--- config.mk ---
export PLATFORM = sky130hd
export DESIGN_NAME = adc_board_packet_deframer_core
export DESIGN_NICKNAME = d
export VERILOG_FILES = /design/src/rtl/core/adcdf_pkg.sv /design/src/rtl/core/adc_board_packet_deframer_core.sv /design/src/rtl/core/adcdf_front.sv /design/src/rtl/core/adcdf_queue.sv /design/src/rtl/core/adcdf_back.sv
export VERILOG_INCLUDE_DIRS = /design/src /design/src/rtl/core
export SDC_FILE = /design/constraint.sdc
export NUM_CORES = 1
export LEC_CHECK = 0
export BUFFER_PORTS_ARGS = -buffer_cell sky130_fd_sc_hd__buf_4
export CORE_ASPECT_RATIO = 0.6
export CORE_MARGIN = 2
export CORE_UTILIZATION = 40
export CTS_CLUSTER_SIZE = 8
export DETAILED_ROUTE_END_ITERATION = 10
export REMOVE_ABC_BUFFERS = 1
export SLEW_MARGIN = 40
export SYNTH_ARGS = -nofsm -noshare
export SYNTH_HDL_FRONTEND = slang
export SYNTH_SLANG_ARGS = --single-unit
--- constraint.sdc ---
create_clock -name i_clk -period 7.1 [get_ports i_clk]
set_input_delay 1.065 -clock i_clk [delete_from_list [all_inputs] [get_ports i_clk]]
set_output_delay 1.065 -clock i_clk [all_outputs]
set_load 0.005 [all_outputs]
--- src/rtl/core/adc_board_packet_deframer_core_assert.svh ---
// ----------------------------------------------------------------------------
// Assertion macros for the ADC board packet deframer
// Clocked concurrent checks with synchronous active-low reset.
// ----------------------------------------------------------------------------
`ifndef ADC_BOARD_PACKET_DEFRAMER_CORE_ASSERT_SVH
`define ADC_BOARD_PACKET_DEFRAMER_CORE_ASSERT_SVH

`ifndef NO_ASSERTIONS

// Property checked at every rising edge outside reset.
`define ADCDF_ASSERT(label, clk, rst_n, prop, msg) \
    label: assert property (@(posedge clk) disable iff (!rst_n) (prop)) \
        else $error(msg);

// Implication: cause at one edge, effect at the next.
`define ADCDF_ASSERT_NEXT(label, clk, rst_n, cause, effect, msg) \
    label: assert property (@(posedge clk) disable iff (!rst_n) (cause) |=> (effect)) \
        else $error(msg);

`else

`define ADCDF_ASSERT(label, clk, rst_n, prop, msg)
`define ADCDF_ASSERT_NEXT(label, clk, rst_n, cause, effect, msg)

`endif

`endif

--- src/rtl/core/adcdf_pkg.sv ---
// ----------------------------------------------------------------------------
// adcdf_pkg
// Shared types and constants of the ADC board packet deframer.
// ----------------------------------------------------------------------------
`default_nettype none

package adcdf_pkg;

    localparam logic [31:0] GOOD_MARKER = 32'h0003_ffff;
    localparam int          ADC_W       = 14;
    localparam int          ODD_SHIFT   = 16;

    // result queue between parser and output stage
    localparam int Q_DEPTH = 4;
    localparam int Q_AW    = 2;

    // packed output data width, rounded up to whole bytes
    localparam int TDATA_W = 80;

    typedef enum logic [1:0] {
        PH_MARKER  = 2'd0,
        PH_HEADER  = 2'd1,
        PH_DATA    = 2'd2,
        PH_TRAILER = 2'd3
    } t_phase;

    typedef struct packed {
        logic [31:0]      event_number;
        logic [ADC_W-1:0] adc_odd;
        logic [ADC_W-1:0] adc_even;
        logic [4:0]       sample_index;
        logic [7:0]       even_channel;
        logic             event_good;
        logic             last_of_event;
    } t_result;

    typedef struct packed {
        logic full;
        logic empty;
    } t_q_status;

endpackage

`default_nettype wire

--- src/rtl/core/adc_board_packet_deframer_core.sv ---
// ----------------------------------------------------------------------------
// adc_board_packet_deframer_core
// Splits ADC board packets of a readout stream into tagged sample pairs.
// ----------------------------------------------------------------------------
// Usage:
//   s_axis carries one 32-bit readout word per request. Each event is one
//   packet per board: marker, header, one data word per channel pair per
//   sample, trailer. Each data word yields one m_axis request holding both
//   14-bit samples with channel, sample, event number; tuser is the good
//   flag, tlast marks the final data word of the event.
//   i_cfg_we/i_cfg_wdata set the board count; write only while idle.
//   Throughput: one word per cycle while the queue is not full. A data word
//   accepted on s_axis is written into the queue and then loaded into the
//   output register once that is empty or its request leaves.
//   Reset (synchronous, active low) empties the queue, clears the event
//   counter and sets the board count to 1; the parser expects a marker.
//   When m_axis stalls, results pile up in the queue; s_axis_tready drops
//   once the queue holds four results, and all words then wait.
// ----------------------------------------------------------------------------
`default_nettype none

`include "adc_board_packet_deframer_core_assert.svh"

module adc_board_packet_deframer_core
    import adcdf_pkg::*;
#(
    parameter int CHANNELS_PER_BOARD = 64,
    parameter int SAMPLES            = 20,
    parameter int MAX_BOARDS         = 4
) (
    input  wire logic        i_clk,
    input  wire logic        i_rst_n,
    input  wire logic        i_cfg_we,
    input  wire logic [2:0]  i_cfg_wdata,
    input  wire logic        s_axis_tvalid,
    output logic             s_axis_tready,
    input  wire logic [31:0] s_axis_tdata,   // data_word
    output logic             m_axis_tvalid,
    input  wire logic        m_axis_tready,
    // from bit 0: even_channel[7:0], sample_index[12:8], adc_even[26:13],
    // adc_odd[40:27], event_number[72:41], zero pad[79:73]
    output logic [TDATA_W-1:0] m_axis_tdata,
    output logic             m_axis_tuser,   // event_good
    output logic             m_axis_tlast    // last_of_event
);

    t_q_status q_status;
    logic      q_push;
    logic      q_pop;
    t_result   q_wr_entry;
    t_result   q_rd_entry;

    adcdf_front #(
        .CHANNELS_PER_BOARD (CHANNELS_PER_BOARD),
        .SAMPLES            (SAMPLES),
        .MAX_BOARDS         (MAX_BOARDS)
    ) u_front (
        .i_clk         (i_clk),
        .i_rst_n       (i_rst_n),
        .i_cfg_we      (i_cfg_we),
        .i_cfg_wdata   (i_cfg_wdata),
        .s_axis_tvalid (s_axis_tvalid),
        .s_axis_tready (s_axis_tready),
        .s_axis_tdata  (s_axis_tdata),
        .i_q_status    (q_status),
        .o_q_push      (q_push),
        .o_q_entry     (q_wr_entry)
    );

    adcdf_queue u_queue (
        .i_clk    (i_clk),
        .i_rst_n  (i_rst_n),
        .i_push   (q_push),
        .i_entry  (q_wr_entry),
        .i_pop    (q_pop),
        .o_entry  (q_rd_entry),
        .o_status (q_status)
    );

    adcdf_back u_back (
        .i_clk         (i_clk),
        .i_rst_n       (i_rst_n),
        .i_q_status    (q_status),
        .i_q_entry     (q_rd_entry),
        .o_q_pop       (q_pop),
        .m_axis_tvalid (m_axis_tvalid),
        .m_axis_tready (m_axis_tready),
        .m_axis_tdata  (m_axis_tdata),
        .m_axis_tuser  (m_axis_tuser),
        .m_axis_tlast  (m_axis_tlast)
    );

    // a waiting result reaches an empty output register on the next cycle
    `ADCDF_ASSERT_NEXT(a_queue_drains, i_clk, i_rst_n,
        !q_status.empty && !m_axis_tvalid, m_axis_tvalid,
        "queued result did not reach the output register")

    // the end of an event always falls on the last time sample
    `ADCDF_ASSERT(a_last_on_final_sample, i_clk, i_rst_n,
        !(m_axis_tvalid && m_axis_tlast) || (m_axis_tdata[12:8] == 5'(SAMPLES - 1)),
        "tlast on a sample other than the last one")

    // nothing is taken from the input while the queue is full
    `ADCDF_ASSERT(a_no_push_when_full, i_clk, i_rst_n,
        !(q_push && q_status.full),
        "result pushed into a full queue")

endmodule

`default_nettype wire

--- src/rtl/core/adcdf_front.sv ---
// ----------------------------------------------------------------------------
// adcdf_front
// Packet parser: walks marker/header/data/trailer words and emits one tagged
// result per data word into the result queue.
// ----------------------------------------------------------------------------
`default_nettype none

module adcdf_front
    import adcdf_pkg::*;
#(
    parameter int CHANNELS_PER_BOARD = 64,
    parameter int SAMPLES            = 20,
    parameter int MAX_BOARDS         = 4
) (
    input  wire logic        i_clk,
    input  wire logic        i_rst_n,
    input  wire logic        i_cfg_we,
    input  wire logic [2:0]  i_cfg_wdata,
    input  wire logic        s_axis_tvalid,
    output logic             s_axis_tready,
    input  wire logic [31:0] s_axis_tdata,   // data_word
    input  wire t_q_status   i_q_status,
    output logic             o_q_push,
    output t_result          o_q_entry
);

    localparam int PAIRS = (CHANNELS_PER_BOARD + 1) / 2;

    t_phase      r_phase,    n_phase;
    logic [1:0]  r_board,    n_board;
    logic [4:0]  r_pair,     n_pair;
    logic [4:0]  r_sample,   n_sample;
    logic [31:0] r_evt_cnt,  n_evt_cnt;
    logic        r_bad,      n_bad;
    logic [2:0]  r_num_boards;

    logic        accept;
    logic [2:0]  boards_used;
    logic        last_board;
    logic        last_samp;
    logic        last_pair;
    logic [9:0]  chan_full;

    always_ff @(posedge i_clk) begin
        if (!i_rst_n) begin
            r_num_boards <= 3'd1;
        end else if (i_cfg_we) begin
            r_num_boards <= i_cfg_wdata;
        end
    end

    always_ff @(posedge i_clk) begin
        if (!i_rst_n) begin
            r_phase   <= PH_MARKER;
            r_board   <= '0;
            r_pair    <= '0;
            r_sample  <= '0;
            r_evt_cnt <= '0;
            r_bad     <= 1'b0;
        end else begin
            r_phase   <= n_phase;
            r_board   <= n_board;
            r_pair    <= n_pair;
            r_sample  <= n_sample;
            r_evt_cnt <= n_evt_cnt;
            r_bad     <= n_bad;
        end
    end

    assign s_axis_tready = !i_q_status.full;
    assign accept        = s_axis_tvalid && s_axis_tready;

    // zero counts as one board, anything above the maximum saturates
    always_comb begin
        if (r_num_boards == 3'd0) begin
            boards_used = 3'd1;
        end else if (r_num_boards > 3'(MAX_BOARDS)) begin
            boards_used = 3'(MAX_BOARDS);
        end else begin
            boards_used = r_num_boards;
        end
    end

    assign last_board = ({1'b0, r_board} + 3'd1) >= boards_used;
    assign last_samp  = ({1'b0, r_sample} + 6'd1) >= 6'(SAMPLES);
    assign last_pair  = ({1'b0, r_pair} + 6'd1) >= 6'(PAIRS);
    assign chan_full  = 10'(r_board) * 10'(CHANNELS_PER_BOARD) + {4'd0, r_pair, 1'b0};

    always_comb begin
        n_phase   = r_phase;
        n_board   = r_board;
        n_pair    = r_pair;
        n_sample  = r_sample;
        n_evt_cnt = r_evt_cnt;
        n_bad     = r_bad;
        o_q_push  = 1'b0;

        o_q_entry.even_channel  = chan_full[7:0];
        o_q_entry.sample_index  = r_sample;
        o_q_entry.adc_even      = s_axis_tdata[ADC_W-1:0];
        o_q_entry.adc_odd       = s_axis_tdata[ODD_SHIFT +: ADC_W];
        o_q_entry.event_number  = r_evt_cnt;
        o_q_entry.event_good    = !r_bad;
        o_q_entry.last_of_event = last_samp && last_pair && last_board;

        if (accept) begin
            case (r_phase)
                PH_MARKER: begin
                    // only the first board's marker is checked
                    if (r_board == 2'd0) begin
                        if (s_axis_tdata == GOOD_MARKER) begin
                            n_bad     = 1'b0;
                            n_evt_cnt = r_evt_cnt + 32'd1;
                        end else begin
                            n_bad = 1'b1;
                        end
                    end
                    n_phase = PH_HEADER;
                end
                PH_HEADER: begin
                    n_pair   = '0;
                    n_sample = '0;
                    n_phase  = PH_DATA;
                end
                PH_DATA: begin
                    o_q_push = 1'b1;
                    if (last_samp) begin
                        n_sample = '0;
                        if (last_pair) begin
                            n_pair  = '0;
                            n_phase = PH_TRAILER;
                        end else begin
                            n_pair = r_pair + 5'd1;
                        end
                    end else begin
                        n_sample = r_sample + 5'd1;
                    end
                end
                PH_TRAILER: begin
                    n_board = last_board ? 2'd0 : r_board + 2'd1;
                    n_phase = PH_MARKER;
                end
                default: begin
                    n_phase = PH_MARKER;
                end
            endcase
        end
    end

endmodule

`default_nettype wire

--- src/rtl/core/adcdf_queue.sv ---
// ----------------------------------------------------------------------------
// adcdf_queue
// Small result FIFO decoupling the parser from the output stage.
// ----------------------------------------------------------------------------
`default_nettype none

module adcdf_queue
    import adcdf_pkg::*;
(
    input  wire logic    i_clk,
    input  wire logic    i_rst_n,
    input  wire logic    i_push,
    input  wire t_result i_entry,
    input  wire logic    i_pop,
    output t_result      o_entry,
    output t_q_status    o_status
);

    t_result         r_mem [Q_DEPTH];
    logic [Q_AW-1:0] r_wr_ptr;
    logic [Q_AW-1:0] r_rd_ptr;
    logic [Q_AW:0]   r_count;

    logic do_push;
    logic do_pop;

    assign o_status.full  = (r_count == (Q_AW+1)'(Q_DEPTH));
    assign o_status.empty = (r_count == '0);
    assign do_push        = i_push && !o_status.full;
    assign do_pop         = i_pop && !o_status.empty;
    assign o_entry        = r_mem[r_rd_ptr];

    always_ff @(posedge i_clk) begin
        if (do_push) begin
            r_mem[r_wr_ptr] <= i_entry;
        end
    end

    always_ff @(posedge i_clk) begin
        if (!i_rst_n) begin
            r_wr_ptr <= '0;
            r_rd_ptr <= '0;
            r_count  <= '0;
        end else begin
            if (do_push) begin
                r_wr_ptr <= r_wr_ptr + Q_AW'(1);
            end
            if (do_pop) begin
                r_rd_ptr <= r_rd_ptr + Q_AW'(1);
            end
            case ({do_push, do_pop})
                2'b10:   r_count <= r_count + (Q_AW+1)'(1);
                2'b01:   r_count <= r_count - (Q_AW+1)'(1);
                default: r_count <= r_count;
            endcase
        end
    end

endmodule

`default_nettype wire

--- src/rtl/core/adcdf_back.sv ---
// ----------------------------------------------------------------------------
// adcdf_back
// Output register stage: pops the queue and drives the master stream.
// ----------------------------------------------------------------------------
`default_nettype none

module adcdf_back
    import adcdf_pkg::*;
(
    input  wire logic       i_clk,
    input  wire logic       i_rst_n,
    input  wire t_q_status  i_q_status,
    input  wire t_result    i_q_entry,
    output logic            o_q_pop,
    output logic            m_axis_tvalid,
    input  wire logic       m_axis_tready,
    // from bit 0: even_channel[7:0], sample_index[12:8], adc_even[26:13],
    // adc_odd[40:27], event_number[72:41], zero pad[79:73]
    output logic [TDATA_W-1:0] m_axis_tdata,
    output logic            m_axis_tuser,   // event_good
    output logic            m_axis_tlast    // last_of_event
);

    logic    r_valid;
    t_result r_res;

    // load when the register is empty or its request leaves this cycle
    assign o_q_pop = !i_q_status.empty && (!r_valid || m_axis_tready);

    always_ff @(posedge i_clk) begin
        if (!i_rst_n) begin
            r_valid <= 1'b0;
        end else if (!r_valid || m_axis_tready) begin
            r_valid <= !i_q_status.empty;
        end
    end

    always_ff @(posedge i_clk) begin
        if (o_q_pop) begin
            r_res <= i_q_entry;
        end
    end

    assign m_axis_tvalid = r_valid;
    assign m_axis_tdata  = {7'd0, r_res.event_number, r_res.adc_odd, r_res.adc_even,
                            r_res.sample_index, r_res.even_channel};
    assign m_axis_tuser  = r_res.event_good;
    assign m_axis_tlast  = r_res.last_of_event;

endmodule

`default_nettype wire

==> impl_metrics.toml <==
[floorplanning]
initial_utilization_pct = 40.7
coreArea_um2 = 39200
io_pins = 124
die_width_um = 262
dieHeight_um = 159
rows = 56
dieArea_um2 = 41500

[synthesis]
synth_area_um2 = 15900
synthCells = 833
yosys_warnings = 0
synthFlopType = "edfxtp_1"
synthArstFlopShare_pct = 0
synth.distinct_cells = 45
synth_seq_area_share_pct = 77.0
syn_avg_cell_area_um2 = 19.1
synth-edff-count = 370
ys_ff_latch = 428

[sta]
whs_ns = 0.492
worstMarginPinSlew_ns = 0.828
setup_viol = 0
rsz0062_at_grt = "false"
fin_crit_sh_pct = 45.1
hold_violations = 0
fin_skew_ns = 0.0236
fin_crit_ns = 3.20
fmax_mhz = 312
tns_ns = 0
maxSlewViolCount = 0
relSlewSlack_pct = 44.3

[outcome]
outcome = "complete, no violations"

[finish]
final_cell_mix = "370 x edfxtp_1, 120 x buf_4, 74 x mux4_2"
area_growth_syn_to_layout_pct = 20.3
num_antenna_cells = 0
utilization_pct = 49.0
mostFrequentLayoutCell = "edfxtp_1"
fillers = 3259
drive_above_1_share_pct = 26.6
fin_nets = 1043

[setup_path]
path_max_fanout = 23
criticalPathCategory = "input pin to flip-flop"
r2r_slack_ns = 4.37
startpoint_type = "input pin"
worst_setup_path_end_kind = "flip-flop"
cp_data_required_time_ns = 7.58
cp.arrival_ns = 3.68

[global_route]
overflow = 0
antenna_found_initial = 0
grt_pass1_wl_um = 48900
grt_max_degree = 59
grtUsageTotal_pct = 15.5
grt_pass1_vias = 8249

[detailed_routing]
num_vias = 8114
dr.pass1.iters = 5
drtIter0Drc = 556
viasPerCell = 5.21
drc = 0
wl_per_cell_um = 20.3
drt_wl_total_um = 31600
ant_nets = 0

[clocking]
ctsResizeCount = 0
cts-buffers-inserted = 59
ctsHoldBuffers = 0
postCtsSetupBuffers = 0
path_clk_slew_ns = 0.05
clkLatencyLatePin_ns = 0.58
cts_root_buffer = "clkbuf_16"
tritoncts = "yes"
cts_sinks = 428
cts.path.max_buffers = 3
h-tree-depth = 2

[power]
power_density_nw_per_um2 = 353
ir_drop_uv = 174
power_leakage_nw = 6.28

[placed_design]
dp_hpwl_um = 18100
place_congestion = 0.745
portBuffers = 115

[min_path]
min_path_type = "flip-flop to flip-flop"

[job]
max-cap-violations = 0
[per-stage QoR]
step / cells / cell area [um2] / power (mW) / setup WS (ns)
2_1_floorplan: 799 / 15800 / 3.72 / 0.552
6_report: 1558 / 19200 / 6.77 / 3.90
3_3_place_gp: 1444 / 17400 / 4.25 / 3.37
5_1_grt: 1558 / 19200 / 7.08 / 3.70
3_5_place_dp: 1445 / 17400 / 4.27 / 3.30
4_1_cts: 1557 / 19200 / 6.88 / 3.89
[area by class of cell]
cell class	instances	area, um2	area share, %
multi-input cells	351	3470	18.1
repair buffers	125	966	5.04
inverters	20	76.3	0.398
flip-flops and latches	428	12300	64.0
clock buffers	110	1710	8.92
clock inverters	2	25.0	0.130
well taps	522	653	3.41
[worst max-delay path, cell delays in order]
cell	delay, ns
buf_4	0.13
nor4_1	0.59
nand4_1	0.41
or4_4	0.77
or4_1	0.54
a21oi_1	0.16
[routing by layer]
layer | global-route usage [%] | part of all wire [%] | vias to the layer above
met2 | 23.7 | 45 | 214
met1 | 22.8 | 48 | 4170
met3 | 3.25 | 5.3 | 50
met4 | 4.03 | 1.6 | 0
li1 | - | - | 3680
met5 | 0 | 0 | -
[sequential cells by signal, indices dropped and copies added (netlist names)]
signal / cells
u_back.m_axis_tvalid: 1
u_queue.r_rd_ptr: 2
u_back.m_axis_tdata: 72
u_queue.r_mem: 296
u_front.r_bad: 1
u_front.r_sample: 5
u_front.r_num_boards: 3
u_front.r_phase: 2
u_front.r_pair: 5
u_queue.r_count: 3
u_back.m_axis_tuser: 1
u_front.r_board: 2
u_front.r_evt_cnt: 32
u_back.m_axis_tlast: 1
u_queue.r_wr_ptr: 2
[kinds of logic (layout without fill, tap and decap cells)]
| family | Yosys count | after routing | synth area share [%] |
|---|---|---|---|
| AOI/OAI and AO/OA | 77 | 77 | 2.82 |
| xor gates and xnor gates | 13 | 13 | 0.714 |
| adders and majority gates | 18 | 18 | 1.46 |
| buffers and inverters | 61 | 257 | 1.67 |
| DFF | 428 | 428 | 77.0 |
| muxes | 80 | 80 | 10.8 |
| other | 1 | 8 | 0.0235 |
| and+or+nand+nor | 155 | 155 | 5.52 |
[worst paths after layout]
path,from,end,cells past startpoint
hold reg to reg,u_front.r_num_boards[0],u_front.r_num_boards[0],2
hold / removal,u_front.r_num_boards[0],u_front.r_num_boards[0],2
setup / recovery,s_axis_tdata[21],u_front.r_evt_cnt[28],6
setup reg to reg,u_queue.r_count[0],u_queue.r_count[2],9
[synth_stat cells (3+ instances only)]
cell / number / share of area (%)
nor4_1: 5 / 0.20
o31ai_1: 14 / 0.66
or4_1: 13 / 0.61
inv_1: 19 / 0.45
nand3_1: 18 / 0.56
o21ai_0: 18 / 0.56
clkbuf_1: 24 / 0.56
nand4_1: 21 / 0.82
or3_1: 12 / 0.47
and4_1: 5 / 0.27
a21oi_1: 35 / 1.1
and3_1: 9 / 0.35
edfxtp_1: 370 / 70
buf_1: 8 / 0.19
ha_1: 17 / 1.3
nor3_1: 4 / 0.13
nand2b_1: 5 / 0.20
xnor2_1: 6 / 0.33
nor2_1: 23 / 0.54
mux2i_1: 6 / 0.38
buf_4: 8 / 0.38
dfxtp_1: 58 / 7.3
or4_4: 3 / 0.21
nand2_1: 26 / 0.61
mux4_2: 74 / 10
xor2_1: 7 / 0.38
[power breakdown]
| group | switching (mW) | total (mW) | internal [mW] |
|---|---|---|---|
| Clock | 0.998 | 2.60 | 1.60 |
| Combinational | 0.448 | 0.965 | 0.518 |
| Sequential | 0.138 | 3.21 | 3.08 |
| Total | 1.58 | 6.77 | 5.19 |
Note: power is estimated with default switching activity, not from simulation.
